## src/rtl/kwbq_pkg.sv

```systemverilog
// ============================================================================
// kwbq_pkg: shared types, constants and microcode for the K-weighting filter
// Holds the control word layout, the operand and operation codes, the
// coefficient reset set and the microcode program of the sequencer.
// ============================================================================
`default_nettype none

package kwbq_pkg;

    localparam int SAMPLE_W_DEF  = 24;
    localparam int COEF_FRAC_DEF = 28;
    localparam int COEF_W        = 32;
    localparam int NUM_COEF      = 7;
    localparam int CFG_IDX_W     = 3;
    localparam int ACC_W         = 64;
    localparam int MULC_W        = COEF_W + 1;
    localparam int NUM_STEPS     = 15;
    localparam int STEP_W        = 4;

    // Coefficient register indexes on the configuration channel.
    typedef enum logic [CFG_IDX_W-1:0] {
        REG_PRE_B0 = 3'd0,
        REG_PRE_B1 = 3'd1,
        REG_PRE_B2 = 3'd2,
        REG_PRE_A1 = 3'd3,
        REG_PRE_A2 = 3'd4,
        REG_HP_A1  = 3'd5,
        REG_HP_A2  = 3'd6
    } reg_idx_t;

    typedef logic [NUM_COEF-1:0][COEF_W-1:0] coef_bank_t;

    // Standard 48 kHz coefficient set in Q3.28.
    localparam longint RESET_Q28 [NUM_COEF] = '{
        412081942, -722546694, 321691121, -453832898,
        196623811, -534199296, 265770496
    };

    // Multiplier sample operand select.
    typedef enum logic [3:0] {
        A_X,
        A_PIN0,
        A_PIN1,
        A_POUT0,
        A_POUT1,
        A_YPRE,
        A_HIN0,
        A_HIN1,
        A_HOUT0,
        A_HOUT1
    } a_sel_t;

    // Multiplier coefficient operand select.
    typedef enum logic [3:0] {
        C_PRE_B0,
        C_PRE_B1,
        C_PRE_B2,
        C_PRE_A1,
        C_PRE_A2,
        C_HP_A1,
        C_HP_A2,
        C_ONE,
        C_TWO
    } c_sel_t;

    typedef enum logic [2:0] {
        ACC_NOP,
        ACC_LOAD,
        ACC_ADD,
        ACC_SUB,
        ACC_RND
    } acc_op_t;

    // Condition under which a step advances; otherwise it repeats.
    typedef enum logic [1:0] {
        COND_ALWAYS,
        COND_IN,
        COND_OUT
    } cond_t;

    typedef struct packed {
        a_sel_t  a_sel;
        c_sel_t  c_sel;
        logic    mul_en;
        acc_op_t acc_op;
        cond_t   cond;
        logic    commit;
        logic    last;
    } ucode_t;

    typedef struct packed {
        ucode_t uc;
        logic   adv;
    } seq_ctrl_t;

    typedef struct packed {
        logic in_valid;
        logic out_free;
    } seq_stat_t;

    // Reset coefficient rescaled to the chosen number of fraction bits.
    function automatic logic [COEF_W-1:0] reset_coef(input int idx, input int frac);
        longint c;
        longint hi;
        longint lo;
        c  = RESET_Q28[idx];
        hi = 64'sd2147483647;
        lo = -64'sd2147483648;
        if (frac >= 28) begin
            c = c <<< (frac - 28);
        end
        else begin
            c = (c + (64'sd1 <<< (27 - frac))) >>> (28 - frac);
        end
        if (c > hi) begin
            c = hi;
        end
        if (c < lo) begin
            c = lo;
        end
        return c[COEF_W-1:0];
    endfunction

    function automatic ucode_t uw(input a_sel_t a, input c_sel_t c, input logic m,
                                  input acc_op_t op, input cond_t cd,
                                  input logic cm, input logic l);
        ucode_t w;
        w.a_sel  = a;
        w.c_sel  = c;
        w.mul_en = m;
        w.acc_op = op;
        w.cond   = cd;
        w.commit = cm;
        w.last   = l;
        return w;
    endfunction

    // Microcode program. The multiplier result is registered, so the
    // accumulator consumes a product one step after it was started.
    function automatic ucode_t ucode_rom(input logic [STEP_W-1:0] step);
        ucode_t w;
        case (step)
            4'd0:  w = uw(A_X,     C_ONE,    1'b0, ACC_NOP,  COND_IN,     1'b0, 1'b0);
            4'd1:  w = uw(A_X,     C_PRE_B0, 1'b1, ACC_NOP,  COND_ALWAYS, 1'b0, 1'b0);
            4'd2:  w = uw(A_PIN0,  C_PRE_B1, 1'b1, ACC_LOAD, COND_ALWAYS, 1'b0, 1'b0);
            4'd3:  w = uw(A_PIN1,  C_PRE_B2, 1'b1, ACC_ADD,  COND_ALWAYS, 1'b0, 1'b0);
            4'd4:  w = uw(A_POUT0, C_PRE_A1, 1'b1, ACC_ADD,  COND_ALWAYS, 1'b0, 1'b0);
            4'd5:  w = uw(A_POUT1, C_PRE_A2, 1'b1, ACC_SUB,  COND_ALWAYS, 1'b0, 1'b0);
            4'd6:  w = uw(A_X,     C_ONE,    1'b0, ACC_SUB,  COND_ALWAYS, 1'b0, 1'b0);
            4'd7:  w = uw(A_X,     C_ONE,    1'b0, ACC_RND,  COND_ALWAYS, 1'b0, 1'b0);
            4'd8:  w = uw(A_YPRE,  C_ONE,    1'b1, ACC_NOP,  COND_ALWAYS, 1'b0, 1'b0);
            4'd9:  w = uw(A_HIN0,  C_TWO,    1'b1, ACC_LOAD, COND_ALWAYS, 1'b0, 1'b0);
            4'd10: w = uw(A_HIN1,  C_ONE,    1'b1, ACC_SUB,  COND_ALWAYS, 1'b0, 1'b0);
            4'd11: w = uw(A_HOUT0, C_HP_A1,  1'b1, ACC_ADD,  COND_ALWAYS, 1'b0, 1'b0);
            4'd12: w = uw(A_HOUT1, C_HP_A2,  1'b1, ACC_SUB,  COND_ALWAYS, 1'b0, 1'b0);
            4'd13: w = uw(A_X,     C_ONE,    1'b0, ACC_SUB,  COND_ALWAYS, 1'b0, 1'b0);
            4'd14: w = uw(A_X,     C_ONE,    1'b0, ACC_RND,  COND_OUT,    1'b1, 1'b1);
            default: w = uw(A_X,   C_ONE,    1'b0, ACC_NOP,  COND_ALWAYS, 1'b0, 1'b1);
        endcase
        return w;
    endfunction

endpackage

`default_nettype wire

```

## src/rtl/kwbq_in_if.sv

```systemverilog
// ============================================================================
// kwbq_in_if: sample input channel
// Valid/ready channel carrying one signed PCM sample per item.
// ============================================================================
`default_nettype none

interface kwbq_in_if #(
    parameter int WIDTH = kwbq_pkg::SAMPLE_W_DEF
);
    logic                    valid;
    logic                    ready;
    logic signed [WIDTH-1:0] audio_in;

    modport source (output valid, output audio_in, input ready);
    modport sink   (input valid, input audio_in, output ready);
endinterface

`default_nettype wire

```

## src/rtl/kwbq_out_if.sv

```systemverilog
// ============================================================================
// kwbq_out_if: weighted sample output channel
// Valid/ready channel carrying one K-weighted sample per item.
// ============================================================================
`default_nettype none

interface kwbq_out_if #(
    parameter int WIDTH = kwbq_pkg::SAMPLE_W_DEF
);
    logic                    valid;
    logic                    ready;
    logic signed [WIDTH-1:0] weighted_out;

    modport source (output valid, output weighted_out, input ready);
    modport sink   (input valid, input weighted_out, output ready);
endinterface

`default_nettype wire

```

## src/rtl/kwbq_cfg_if.sv

```systemverilog
// ============================================================================
// kwbq_cfg_if: coefficient write channel
// Valid/ready channel carrying a register index and its write data.
// ============================================================================
`default_nettype none

interface kwbq_cfg_if;
    logic                                valid;
    logic                                ready;
    logic [kwbq_pkg::CFG_IDX_W-1:0]      index;
    logic [kwbq_pkg::COEF_W-1:0]         data;

    modport source (output valid, output index, output data, input ready);
    modport sink   (input valid, input index, input data, output ready);
endinterface

`default_nettype wire

```

## src/rtl/k_weighting_biquad_cascade_core.sv

```systemverilog
// ============================================================================
// k_weighting_biquad_cascade_core: K-weighting filter, two biquad cascade
// Shelving pre-filter followed by a high-pass stage, run by a microcoded
// sequencer over one shared multiplier and one saturating accumulator.
// ============================================================================
// Usage:
// The sample channel takes one signed PCM sample per item; the result
// channel gives one K-weighted, saturated sample per item. The configuration
// channel writes one of seven coefficients per handshake: indexes 0 to 4 are
// the pre-filter taps b0, b1, b2, a1, a2 and 5 and 6 the high-pass taps a1,
// a2. Writes to other indexes are dropped, and writes are only to be made
// while no item is in flight.
// Timing: the program has 15 steps, one per clock while no step waits. An
// item is accepted in the first step and its result enters the output
// register in the last; the next item can be accepted in the cycle after
// that, so the block takes no new item before it is through with the last.
// The program length is set by the single multiplier, which forms the ten
// products of both stages one per cycle, plus the two steps that subtract
// the last product of each stage, the two rounding steps and the input step.
// Reset clears the filter histories and loads the standard 48 kHz
// coefficient set, rescaled to the chosen number of fraction bits.
// A result waits in the output register until it is taken; a new item is
// accepted and computed meanwhile, and the final step holds if the previous
// result is still waiting.
// ============================================================================
`default_nettype none

module k_weighting_biquad_cascade_core #(
    parameter int SAMPLE_WIDTH   = kwbq_pkg::SAMPLE_W_DEF,
    parameter int COEF_FRAC_BITS = kwbq_pkg::COEF_FRAC_DEF
) (
    input  wire logic    clk,
    input  wire logic    rst_n,
    kwbq_in_if.sink      sample_ch,
    kwbq_out_if.source   result_ch,
    kwbq_cfg_if.sink     cfg
);
    import kwbq_pkg::*;

    coef_bank_t coef;
    seq_ctrl_t  ctrl;
    seq_stat_t  stat;
    logic       in_ready;
    logic       out_free;
    logic       out_valid;
    logic       cfg_ready;
    logic signed [SAMPLE_WIDTH-1:0] weighted_out;

    // Coefficient registers behind the configuration channel.
    kwbq_coef_bank #(
        .COEF_FRAC_BITS(COEF_FRAC_BITS)
    ) u_coef_bank (
        .clk      (clk),
        .rst_n    (rst_n),
        .wr_valid (cfg.valid),
        .wr_ready (cfg_ready),
        .wr_index (cfg.index),
        .wr_data  (cfg.data),
        .coef     (coef)
    );

    // The sequencer waits for an input item in its first step and for a
    // free output slot in its last.
    assign stat.in_valid = sample_ch.valid;
    assign stat.out_free = out_free;

    kwbq_ucode_seq u_seq (
        .clk      (clk),
        .rst_n    (rst_n),
        .stat     (stat),
        .ctrl     (ctrl),
        .in_ready (in_ready)
    );

    kwbq_datapath #(
        .SAMPLE_WIDTH   (SAMPLE_WIDTH),
        .COEF_FRAC_BITS (COEF_FRAC_BITS)
    ) u_datapath (
        .clk          (clk),
        .rst_n        (rst_n),
        .ctrl         (ctrl),
        .coef         (coef),
        .audio_in     (sample_ch.audio_in),
        .out_ready    (result_ch.ready),
        .out_valid    (out_valid),
        .weighted_out (weighted_out),
        .out_free     (out_free)
    );

    assign sample_ch.ready        = in_ready;
    assign cfg.ready              = cfg_ready;
    assign result_ch.valid        = out_valid;
    assign result_ch.weighted_out = weighted_out;

endmodule

`default_nettype wire

```

## src/rtl/kwbq_coef_bank.sv

```systemverilog
// ============================================================================
// kwbq_coef_bank: programmable coefficient registers
// Seven signed coefficients, reset to the standard set and written one
// at a time through the configuration channel.
// ============================================================================
`default_nettype none

module kwbq_coef_bank #(
    parameter int COEF_FRAC_BITS = kwbq_pkg::COEF_FRAC_DEF
) (
    input  wire logic                           clk,
    input  wire logic                           rst_n,
    input  wire logic                           wr_valid,
    output logic                                wr_ready,
    input  wire logic [kwbq_pkg::CFG_IDX_W-1:0] wr_index,
    input  wire logic [kwbq_pkg::COEF_W-1:0]    wr_data,
    output kwbq_pkg::coef_bank_t                coef
);
    import kwbq_pkg::*;

    coef_bank_t coef_reg;
    coef_bank_t coef_next;

    assign wr_ready = 1'b1;

    // Writes to an index past the last register are dropped.
    always_comb begin
        coef_next = coef_reg;
        if (wr_valid && (32'(wr_index) < NUM_COEF)) begin
            coef_next[wr_index] = wr_data;
        end
    end

    always_ff @(posedge clk or negedge rst_n) begin
        if (!rst_n) begin
            for (int i = 0; i < NUM_COEF; i++) begin
                coef_reg[i] <= reset_coef(i, COEF_FRAC_BITS);
            end
        end
        else begin
            coef_reg <= coef_next;
        end
    end

    assign coef = coef_reg;

endmodule

`default_nettype wire

```

## src/rtl/kwbq_ucode_seq.sv

```systemverilog
// ============================================================================
// kwbq_ucode_seq: microcode sequencer
// Step counter addressing the control store, with hold conditions for
// input arrival and output slot availability.
// ============================================================================
`default_nettype none

module kwbq_ucode_seq (
    input  wire logic                clk,
    input  wire logic                rst_n,
    input  wire kwbq_pkg::seq_stat_t stat,
    output kwbq_pkg::seq_ctrl_t      ctrl,
    output logic                     in_ready
);
    import kwbq_pkg::*;

    logic [STEP_W-1:0] step_reg;
    logic [STEP_W-1:0] step_next;
    ucode_t            uc;
    logic              adv;

    assign uc = ucode_rom(step_reg);

    always_comb begin
        case (uc.cond)
            COND_ALWAYS: adv = 1'b1;
            COND_IN:     adv = stat.in_valid;
            COND_OUT:    adv = stat.out_free;
            default:     adv = 1'b1;
        endcase
    end

    always_comb begin
        step_next = step_reg;
        if (adv) begin
            step_next = uc.last ? '0 : step_reg + STEP_W'(1);
        end
    end

    always_ff @(posedge clk or negedge rst_n) begin
        if (!rst_n) begin
            step_reg <= '0;
        end
        else begin
            step_reg <= step_next;
        end
    end

    assign ctrl.uc  = uc;
    assign ctrl.adv = adv;
    assign in_ready = (uc.cond == COND_IN);

    a_step_range: assert property (@(posedge clk) disable iff (!rst_n)
        32'(step_reg) < NUM_STEPS)
        else $error("step counter outside program");

    a_hold_when_blocked: assert property (@(posedge clk) disable iff (!rst_n)
        !adv |=> $stable(step_reg))
        else $error("step moved while its condition was false");

    a_start_after_accept: assert property (@(posedge clk) disable iff (!rst_n)
        (in_ready && stat.in_valid) |=> (step_reg == STEP_W'(1)))
        else $error("sequence did not start after an accepted item");

endmodule

`default_nettype wire

```

## src/rtl/kwbq_datapath.sv

```systemverilog
// ============================================================================
// kwbq_datapath: shared multiply-accumulate datapath
// One registered multiplier, a saturating 64-bit accumulator with
// rounding, the filter histories and the output register.
// ============================================================================
`default_nettype none

module kwbq_datapath #(
    parameter int SAMPLE_WIDTH   = kwbq_pkg::SAMPLE_W_DEF,
    parameter int COEF_FRAC_BITS = kwbq_pkg::COEF_FRAC_DEF
) (
    input  wire logic                           clk,
    input  wire logic                           rst_n,
    input  wire kwbq_pkg::seq_ctrl_t            ctrl,
    input  wire kwbq_pkg::coef_bank_t           coef,
    input  wire logic signed [SAMPLE_WIDTH-1:0] audio_in,
    input  wire logic                           out_ready,
    output logic                                out_valid,
    output logic signed [SAMPLE_WIDTH-1:0]      weighted_out,
    output logic                                out_free
);
    import kwbq_pkg::*;

    localparam logic signed [ACC_W-1:0]  RND_HALF  = 64'sd1 <<< (COEF_FRAC_BITS - 1);
    localparam logic signed [MULC_W-1:0] C_ONE_VAL = 33'sd1 <<< COEF_FRAC_BITS;
    localparam logic signed [MULC_W-1:0] C_TWO_VAL = 33'sd1 <<< (COEF_FRAC_BITS + 1);
    localparam logic [ACC_W-1:0] ACC_MAX = {1'b0, {(ACC_W-1){1'b1}}};
    localparam logic [ACC_W-1:0] ACC_MIN = {1'b1, {(ACC_W-1){1'b0}}};
    localparam logic [COEF_W-1:0] Y_MAX = {1'b0, {(COEF_W-1){1'b1}}};
    localparam logic [COEF_W-1:0] Y_MIN = {1'b1, {(COEF_W-1){1'b0}}};
    localparam logic [SAMPLE_WIDTH-1:0] S_MAX = {1'b0, {(SAMPLE_WIDTH-1){1'b1}}};
    localparam logic [SAMPLE_WIDTH-1:0] S_MIN = {1'b1, {(SAMPLE_WIDTH-1){1'b0}}};

    logic signed [SAMPLE_WIDTH-1:0] x_reg;
    logic signed [SAMPLE_WIDTH-1:0] pin0_reg, pin1_reg;
    logic signed [COEF_W-1:0]       pout0_reg, pout1_reg;
    logic signed [COEF_W-1:0]       hin0_reg, hin1_reg;
    logic signed [COEF_W-1:0]       hout0_reg, hout1_reg;
    logic signed [COEF_W-1:0]       ypre_reg;
    logic signed [ACC_W-1:0]        prod_reg;
    logic signed [ACC_W-1:0]        acc_reg, acc_next;
    logic                           out_valid_reg, out_valid_next;
    logic signed [SAMPLE_WIDTH-1:0] out_data_reg;

    logic signed [COEF_W-1:0]  a_op;
    logic signed [MULC_W-1:0]  c_op;
    logic signed [ACC_W:0]     prod_full;
    logic signed [ACC_W-1:0]   opnd;
    logic [ACC_W:0]            sum_wide;
    logic signed [ACC_W-1:0]   sat_sum;
    logic signed [ACC_W-1:0]   shifted;
    logic signed [COEF_W-1:0]  rnd32;
    logic [SAMPLE_WIDTH-1:0]   y_sat;
    logic                      do_commit;
    logic                      take_in;

    assign do_commit = ctrl.adv && ctrl.uc.commit;
    assign take_in   = ctrl.adv && (ctrl.uc.cond == COND_IN);

    always_comb begin
        case (ctrl.uc.a_sel)
            A_X:     a_op = COEF_W'(x_reg);
            A_PIN0:  a_op = COEF_W'(pin0_reg);
            A_PIN1:  a_op = COEF_W'(pin1_reg);
            A_POUT0: a_op = pout0_reg;
            A_POUT1: a_op = pout1_reg;
            A_YPRE:  a_op = ypre_reg;
            A_HIN0:  a_op = hin0_reg;
            A_HIN1:  a_op = hin1_reg;
            A_HOUT0: a_op = hout0_reg;
            A_HOUT1: a_op = hout1_reg;
            default: a_op = '0;
        endcase
    end

    always_comb begin
        case (ctrl.uc.c_sel)
            C_PRE_B0: c_op = {coef[REG_PRE_B0][COEF_W-1], coef[REG_PRE_B0]};
            C_PRE_B1: c_op = {coef[REG_PRE_B1][COEF_W-1], coef[REG_PRE_B1]};
            C_PRE_B2: c_op = {coef[REG_PRE_B2][COEF_W-1], coef[REG_PRE_B2]};
            C_PRE_A1: c_op = {coef[REG_PRE_A1][COEF_W-1], coef[REG_PRE_A1]};
            C_PRE_A2: c_op = {coef[REG_PRE_A2][COEF_W-1], coef[REG_PRE_A2]};
            C_HP_A1:  c_op = {coef[REG_HP_A1][COEF_W-1], coef[REG_HP_A1]};
            C_HP_A2:  c_op = {coef[REG_HP_A2][COEF_W-1], coef[REG_HP_A2]};
            C_ONE:    c_op = C_ONE_VAL;
            C_TWO:    c_op = C_TWO_VAL;
            default:  c_op = '0;
        endcase
    end

    // A 32 x 33 signed product always fits in 64 bits.
    assign prod_full = (ACC_W+1)'(a_op) * (ACC_W+1)'(c_op);

    // Saturating add or subtract; rounding adds half an LSB of the result.
    always_comb begin
        opnd = (ctrl.uc.acc_op == ACC_RND) ? RND_HALF : prod_reg;
        if (ctrl.uc.acc_op == ACC_SUB) begin
            sum_wide = {acc_reg[ACC_W-1], acc_reg} - {opnd[ACC_W-1], opnd};
        end
        else begin
            sum_wide = {acc_reg[ACC_W-1], acc_reg} + {opnd[ACC_W-1], opnd};
        end
        if (sum_wide[ACC_W] != sum_wide[ACC_W-1]) begin
            sat_sum = sum_wide[ACC_W] ? ACC_MIN : ACC_MAX;
        end
        else begin
            sat_sum = sum_wide[ACC_W-1:0];
        end
        shifted = sat_sum >>> COEF_FRAC_BITS;
        if ((&shifted[ACC_W-1:COEF_W-1]) || !(|shifted[ACC_W-1:COEF_W-1])) begin
            rnd32 = shifted[COEF_W-1:0];
        end
        else begin
            rnd32 = shifted[ACC_W-1] ? Y_MIN : Y_MAX;
        end
        if ((&rnd32[COEF_W-1:SAMPLE_WIDTH-1]) || !(|rnd32[COEF_W-1:SAMPLE_WIDTH-1])) begin
            y_sat = rnd32[SAMPLE_WIDTH-1:0];
        end
        else begin
            y_sat = rnd32[COEF_W-1] ? S_MIN : S_MAX;
        end
    end

    always_comb begin
        case (ctrl.uc.acc_op)
            ACC_LOAD: acc_next = prod_reg;
            ACC_ADD:  acc_next = sat_sum;
            ACC_SUB:  acc_next = sat_sum;
            default:  acc_next = acc_reg;
        endcase
    end

    always_comb begin
        out_valid_next = out_valid_reg;
        if (do_commit) begin
            out_valid_next = 1'b1;
        end
        else if (out_ready) begin
            out_valid_next = 1'b0;
        end
    end

    // Working registers, no reset needed.
    always_ff @(posedge clk) begin
        if (take_in) begin
            x_reg <= audio_in;
        end
        if (ctrl.adv && ctrl.uc.mul_en) begin
            prod_reg <= prod_full[ACC_W-1:0];
        end
        if (ctrl.adv) begin
            acc_reg <= acc_next;
        end
        if (ctrl.adv && (ctrl.uc.acc_op == ACC_RND) && !ctrl.uc.commit) begin
            ypre_reg <= rnd32;
        end
        if (do_commit) begin
            out_data_reg <= y_sat;
        end
    end

    // Filter histories start from zero.
    always_ff @(posedge clk or negedge rst_n) begin
        if (!rst_n) begin
            pin0_reg      <= '0;
            pin1_reg      <= '0;
            pout0_reg     <= '0;
            pout1_reg     <= '0;
            hin0_reg      <= '0;
            hin1_reg      <= '0;
            hout0_reg     <= '0;
            hout1_reg     <= '0;
            out_valid_reg <= 1'b0;
        end
        else begin
            out_valid_reg <= out_valid_next;
            if (do_commit) begin
                pin1_reg  <= pin0_reg;
                pin0_reg  <= x_reg;
                pout1_reg <= pout0_reg;
                pout0_reg <= ypre_reg;
                hin1_reg  <= hin0_reg;
                hin0_reg  <= ypre_reg;
                hout1_reg <= hout0_reg;
                hout0_reg <= rnd32;
            end
        end
    end

    assign out_valid    = out_valid_reg;
    assign weighted_out = out_data_reg;
    assign out_free     = !out_valid_reg || out_ready;

    a_commit_slot_free: assert property (@(posedge clk) disable iff (!rst_n)
        do_commit |-> (!out_valid_reg || out_ready))
        else $error("result written over one not yet taken");

    a_valid_from_commit: assert property (@(posedge clk) disable iff (!rst_n)
        $rose(out_valid_reg) |-> $past(do_commit))
        else $error("output valid rose without a committed result");

    a_commit_rounds: assert property (@(posedge clk) disable iff (!rst_n)
        do_commit |-> (ctrl.uc.acc_op == ACC_RND))
        else $error("commit step does not round the accumulator");

    a_hist_copies_agree: assert property (@(posedge clk) disable iff (!rst_n)
        1'b1 |-> (hin0_reg == pout0_reg) && (hin1_reg == pout1_reg))
        else $error("stage histories diverged");

endmodule

`default_nettype wire

```

## src/flat_wrapper.sv

```systemverilog
// flat-port wrapper written by rule: the top's interface ports become plain ports
module k_weighting_biquad_cascade_core_flat import kwbq_pkg::*;
#(
    parameter int SAMPLE_WIDTH   = kwbq_pkg::SAMPLE_W_DEF,
    parameter int COEF_FRAC_BITS = kwbq_pkg::COEF_FRAC_DEF
)
  (clk, rst_n, sample_ch_valid, sample_ch_audio_in, sample_ch_ready, result_ch_valid, result_ch_weighted_out, result_ch_ready, cfg_valid, cfg_index, cfg_data, cfg_ready);
  kwbq_in_if #(.WIDTH((SAMPLE_W_DEF))) sample_ch_i ();
  kwbq_out_if #(.WIDTH((SAMPLE_W_DEF))) result_ch_i ();
  kwbq_cfg_if cfg_i ();
  input  wire logic clk;
  input  wire logic rst_n;
  input wire logic [$bits(sample_ch_i.valid)-1:0] sample_ch_valid;
  input wire logic [$bits(sample_ch_i.audio_in)-1:0] sample_ch_audio_in;
  output wire logic [$bits(sample_ch_i.ready)-1:0] sample_ch_ready;
  output wire logic [$bits(result_ch_i.valid)-1:0] result_ch_valid;
  output wire logic [$bits(result_ch_i.weighted_out)-1:0] result_ch_weighted_out;
  input wire logic [$bits(result_ch_i.ready)-1:0] result_ch_ready;
  input wire logic [$bits(cfg_i.valid)-1:0] cfg_valid;
  input wire logic [$bits(cfg_i.index)-1:0] cfg_index;
  input wire logic [$bits(cfg_i.data)-1:0] cfg_data;
  output wire logic [$bits(cfg_i.ready)-1:0] cfg_ready;
  assign sample_ch_i.valid = sample_ch_valid;
  assign sample_ch_i.audio_in = sample_ch_audio_in;
  assign sample_ch_ready = sample_ch_i.ready;
  assign result_ch_valid = result_ch_i.valid;
  assign result_ch_weighted_out = result_ch_i.weighted_out;
  assign result_ch_i.ready = result_ch_ready;
  assign cfg_i.valid = cfg_valid;
  assign cfg_i.index = cfg_index;
  assign cfg_i.data = cfg_data;
  assign cfg_ready = cfg_i.ready;
  k_weighting_biquad_cascade_core #(.SAMPLE_WIDTH(SAMPLE_WIDTH), .COEF_FRAC_BITS(COEF_FRAC_BITS)) u_core (.clk(clk), .rst_n(rst_n), .sample_ch(sample_ch_i), .result_ch(result_ch_i), .cfg(cfg_i));
endmodule
```

## config.mk

```make
export PLATFORM = sky130hd
export DESIGN_NAME = k_weighting_biquad_cascade_core_flat
export DESIGN_NICKNAME = d
export VERILOG_FILES = /design/src/rtl/kwbq_pkg.sv /design/src/rtl/kwbq_in_if.sv /design/src/rtl/kwbq_out_if.sv /design/src/rtl/kwbq_cfg_if.sv /design/src/rtl/k_weighting_biquad_cascade_core.sv /design/src/rtl/kwbq_coef_bank.sv /design/src/rtl/kwbq_ucode_seq.sv /design/src/rtl/kwbq_datapath.sv /design/src/flat_wrapper.sv
export SDC_FILE = /design/constraint.sdc
export NUM_CORES = 2
export LEC_CHECK = 0
export BUFFER_PORTS_ARGS = -buffer_cell sky130_fd_sc_hd__clkbuf_2
export CORE_MARGIN = 2
export CORE_UTILIZATION = 53
export CTS_BUF_LIST = sky130_fd_sc_hd__clkbuf_8
export CTS_CLUSTER_SIZE = 20
export DETAILED_ROUTE_END_ITERATION = 10
export PLACE_DENSITY = 0.78
export SLEW_MARGIN = 25
export SYNTH_ARGS = -nofsm -noshare
export SYNTH_HDL_FRONTEND = slang
export SYNTH_SLANG_ARGS = --single-unit
```

## constraint.sdc

```tcl
create_clock -name clk -period 10.4 [get_ports clk]
set_clock_uncertainty 0.05 [all_clocks]
set_input_delay 2.08 -clock clk [delete_from_list [all_inputs] [get_ports clk]]
set_output_delay 2.08 -clock clk [all_outputs]
set_load 0.03 [all_outputs]
```

==> metrics.md <==
| Metric | Value |
|---|---|
| Total congestion overflow | 0 |
| CTS tree | built |
| Final Net Count | 8952 |
| Hold Crit Class | reg -> reg |
| FMAX | 0.0951 GHz |
| Initial antenna violation count | 11 |
| Netlist cell types | 89 |
| Max-cap violations | 0 |
| Max reg flops | 224 |
| Worst Setup End Kind | flip-flop |
| Critical Path Max Stage Delay | 0.71 ns |
| DRT iter0 DRCs | 5914 |
| Drt pass-1 iters | 9 |
| Status | finished, violations left |
| Die height | 361 µm |
| Sequential element share of the synthesized area | 24.5% |
| Vias in the first global route | 57100 |
| Area contributors post-synth | fa_1 (32%), dfrtp_1 (11%), edfxtp_1 (9.3%) |
| Post-synthesis cell count | 6871 |
| Row Count | 130 |
| Area Overhead vs Synth | 18.6% |
| Sequential cell area | 16500 µm² |
| RSZ-0062 raised after global routing | true |
| H-tree lvl count | 3 |
| Simple-Gate Fraction of Synth Area | 12.3% |
| Type of element launching the critical path | flip-flop |
| Async S/R FF share, synth | 66.1% |
| Area share of xor/xnor cells in the synthesized design | 2.05% |
| Post-Synth Adder-Cell Area | 36.9% |
| Slowest CP cell | fa_2 |
| Clock Latency Late Sink | 0.81 ns |
| Core Util, Final | 63.5% |
| Worst path arrival time | 10.99 ns |
| Via count | 55300 |
| Core Region | 126000 µm² |
| Top-count cell post-synth | fa_1 |
| Mapped cell area | 67500 µm² |
| DR WL/cell | 24.8 µm |
| Synth area leader | fa_1 |
| Syn avg cell area | 9.82 µm² |
| Worst Path Required | 10.88 ns |
| Max-slew violations | 0 |
| Fin. Hold Viols | 0 |
| Mux cell area share after synthesis | 7.66% |
| DRC | 0 |
| Io pins | 91 |
| Worst hold margin | 0.456 ns |
| CTS Hold Bufs | 0 |
| Root Buffer Master | clkbuf_8 |
| Vias per std cell | 5.94 |
| Clock sinks | 613 |
| Effective utilization at floorplan | 53.6% |
| Slew Limit Headroom | 28.9% |
| Most used DFF post-synth | dfrtp_1 |
| Fraction of layout cells with a size suffix above 1 | 23.8% |
| EDFF count, synth | 208 |
| Die ar. | 130000 µm² |
| Clock transition at path regs | 0.07 ns |
| Ys Warns | 0 |
| Clock buffer count from CTS | 103 |
| Failing checks | negative setup slack |
| CTS Buffer Depth | 3 |
| Largest net degree at the start of global routing | 114 |
| CP Max Fanout | 5 |
| Final setup viols | 7 |
| Fin crit period | 10.51 ns |
| Port Buffers | 89 |
| Commonest cells in the synthesized netlist | fa_1 (1083), inv_1 (1066), nand2_1 (909), nor2_1 (683), mux2_2 (398) |
| CP Class | reg -> reg |
| Post-Route WL | 230000 µm |
| Final worst-path cycle share | 101% |
| RD Place Congestion | 1.06 |
| Die width | 361 µm |
| Final Worst Setup Slack | -0.111 ns |
| Synthesis-stage register bit count | 613 |
| # fillers | 9809 |
| Area share of the largest cell type after synthesis | 32.1% |
| Worst slew pin tran | 1.06 ns |
| Main combinational cell family by area after synthesis | adder cells |
| Antenna Nets Post-Route | 0 |
| Syn Nets | 8277 |
| Post-DP HPWL | 181000 µm |
| First-pass GRT wire length | 342000 µm |
| Global router's overall resource usage | 34.8% |
| Area fraction in compound gates after synthesis | 8.50% |
| Area of the multi-input gates | 46600 µm² |
==> kinds of logic (layout without fill, tap and decap cells) <==
| group | count (synthesis) | count (layout) |
|---|---|---|
| and+or+nand+nor | 1970 | 1970 |
| DFF | 613 | 613 |
| buffers and inverters | 1431 | 2196 |
| xor gates and xnor gates | 158 | 158 |
| muxes | 458 | 458 |
| other | 1 | 16 |
| adders and majority gates | 1342 | 1342 |
| AOI/OAI and AO/OA | 898 | 898 |
==> final timing paths <==
kind	from	end	slack [ns]	cells after the start
worst min-delay path	u_core.u_coef_bank.coef[96]	u_core.u_coef_bank.coef[96]	0.46	1
min in group asynchronous	rst_n	u_core.u_coef_bank.coef[220]	1.18	1
max in group asynchronous	rst_n	u_core.u_coef_bank.coef[173]	7.17	3
worst max register to register	u_core.u_seq.step_reg[1]	u_core.u_datapath.prod_reg[57]	-0.11	35
worst max-delay path	u_core.u_seq.step_reg[1]	u_core.u_datapath.prod_reg[57]	-0.11	35
worst min register to register	u_core.u_coef_bank.coef[96]	u_core.u_coef_bank.coef[96]	0.46	1
==> what timing repair did <==
action                                  CTS  global route
cloned                                    0             6
resized for setup                        42           190
setup buffers                             6            58
pin swaps                                 9            80
endpoints found under the setup margin   16            32
==> through the flow <==
stage	setup TNS (ns)	instances	cell area [µm²]	setup slack, ns
after CTS	0	9223	78400	0.00469
after detailed placement	-7.27	9022	75800	-0.734
after global routing	-1.31	9289	79900	-0.219
final	-0.273	9301	80000	-0.111
after global placement	-4.67	9022	75800	-0.578
after floorplan	0	6871	67500	0.0239
==> cells in the final DEF (no fill, tap or decap), drive strengths merged, types with 23 or more instances in the layout <==
cell and instances:
a221oi 37, dfrtp 293, xnor2 100, edfxtp 208, o21bai 23, dfstp 112
a21oi 310, a222oi 24, nand2b 27, nor2 683, xor2 58, and3 39
nand2 909, nor3 43, mux2 415, and2 25, mux2i 43, o21ai 179
inv 1097, a31oi 39, buf 840, o21a 42, a21o 53, nand3 76
nand4 50, clkbuf 222, ha 259, a22oi 41, o211ai 39, fa 1083
==> critical path, delay by kind of cell, from the launching register on <==
kind	cells	cell delay (ns)
adder cells (fa/ha/maj)	10	4.88
flip-flops	1	0.39
XOR/XNOR	1	0.47
AND/OR/NAND/NOR	6	1.26
AO/OA/AOI/OAI	8	1.82
buffers and inverters	10	1.38
==> per-layer routing <==
metal | global-route usage (%) | up-vias | share of wire, %
met4 | 17.2 | 6 | 6.6
met3 | 9.85 | 790 | 12
met2 | 54.4 | 3230 | 45
li1 | - | 23400 | -
met5 | 0 | - | 0.024
met1 | 44.5 | 27800 | 37
==> final cells by class <==
class / count / area share [%]
multi-input cells: 4827 / 58.2
clock buffers: 128 / 2.20
well taps: 1650 / 2.58
clock inverters: 67 / 0.771
inverters: 1067 / 5.02
flip-flops and latches: 613 / 20.7
diodes: 15 / 0.0469
repair buffers: 934 / 10.5
Power is not shown: default switching activity piles up to over one toggle a cycle in this logic, so the estimate is an artifact.
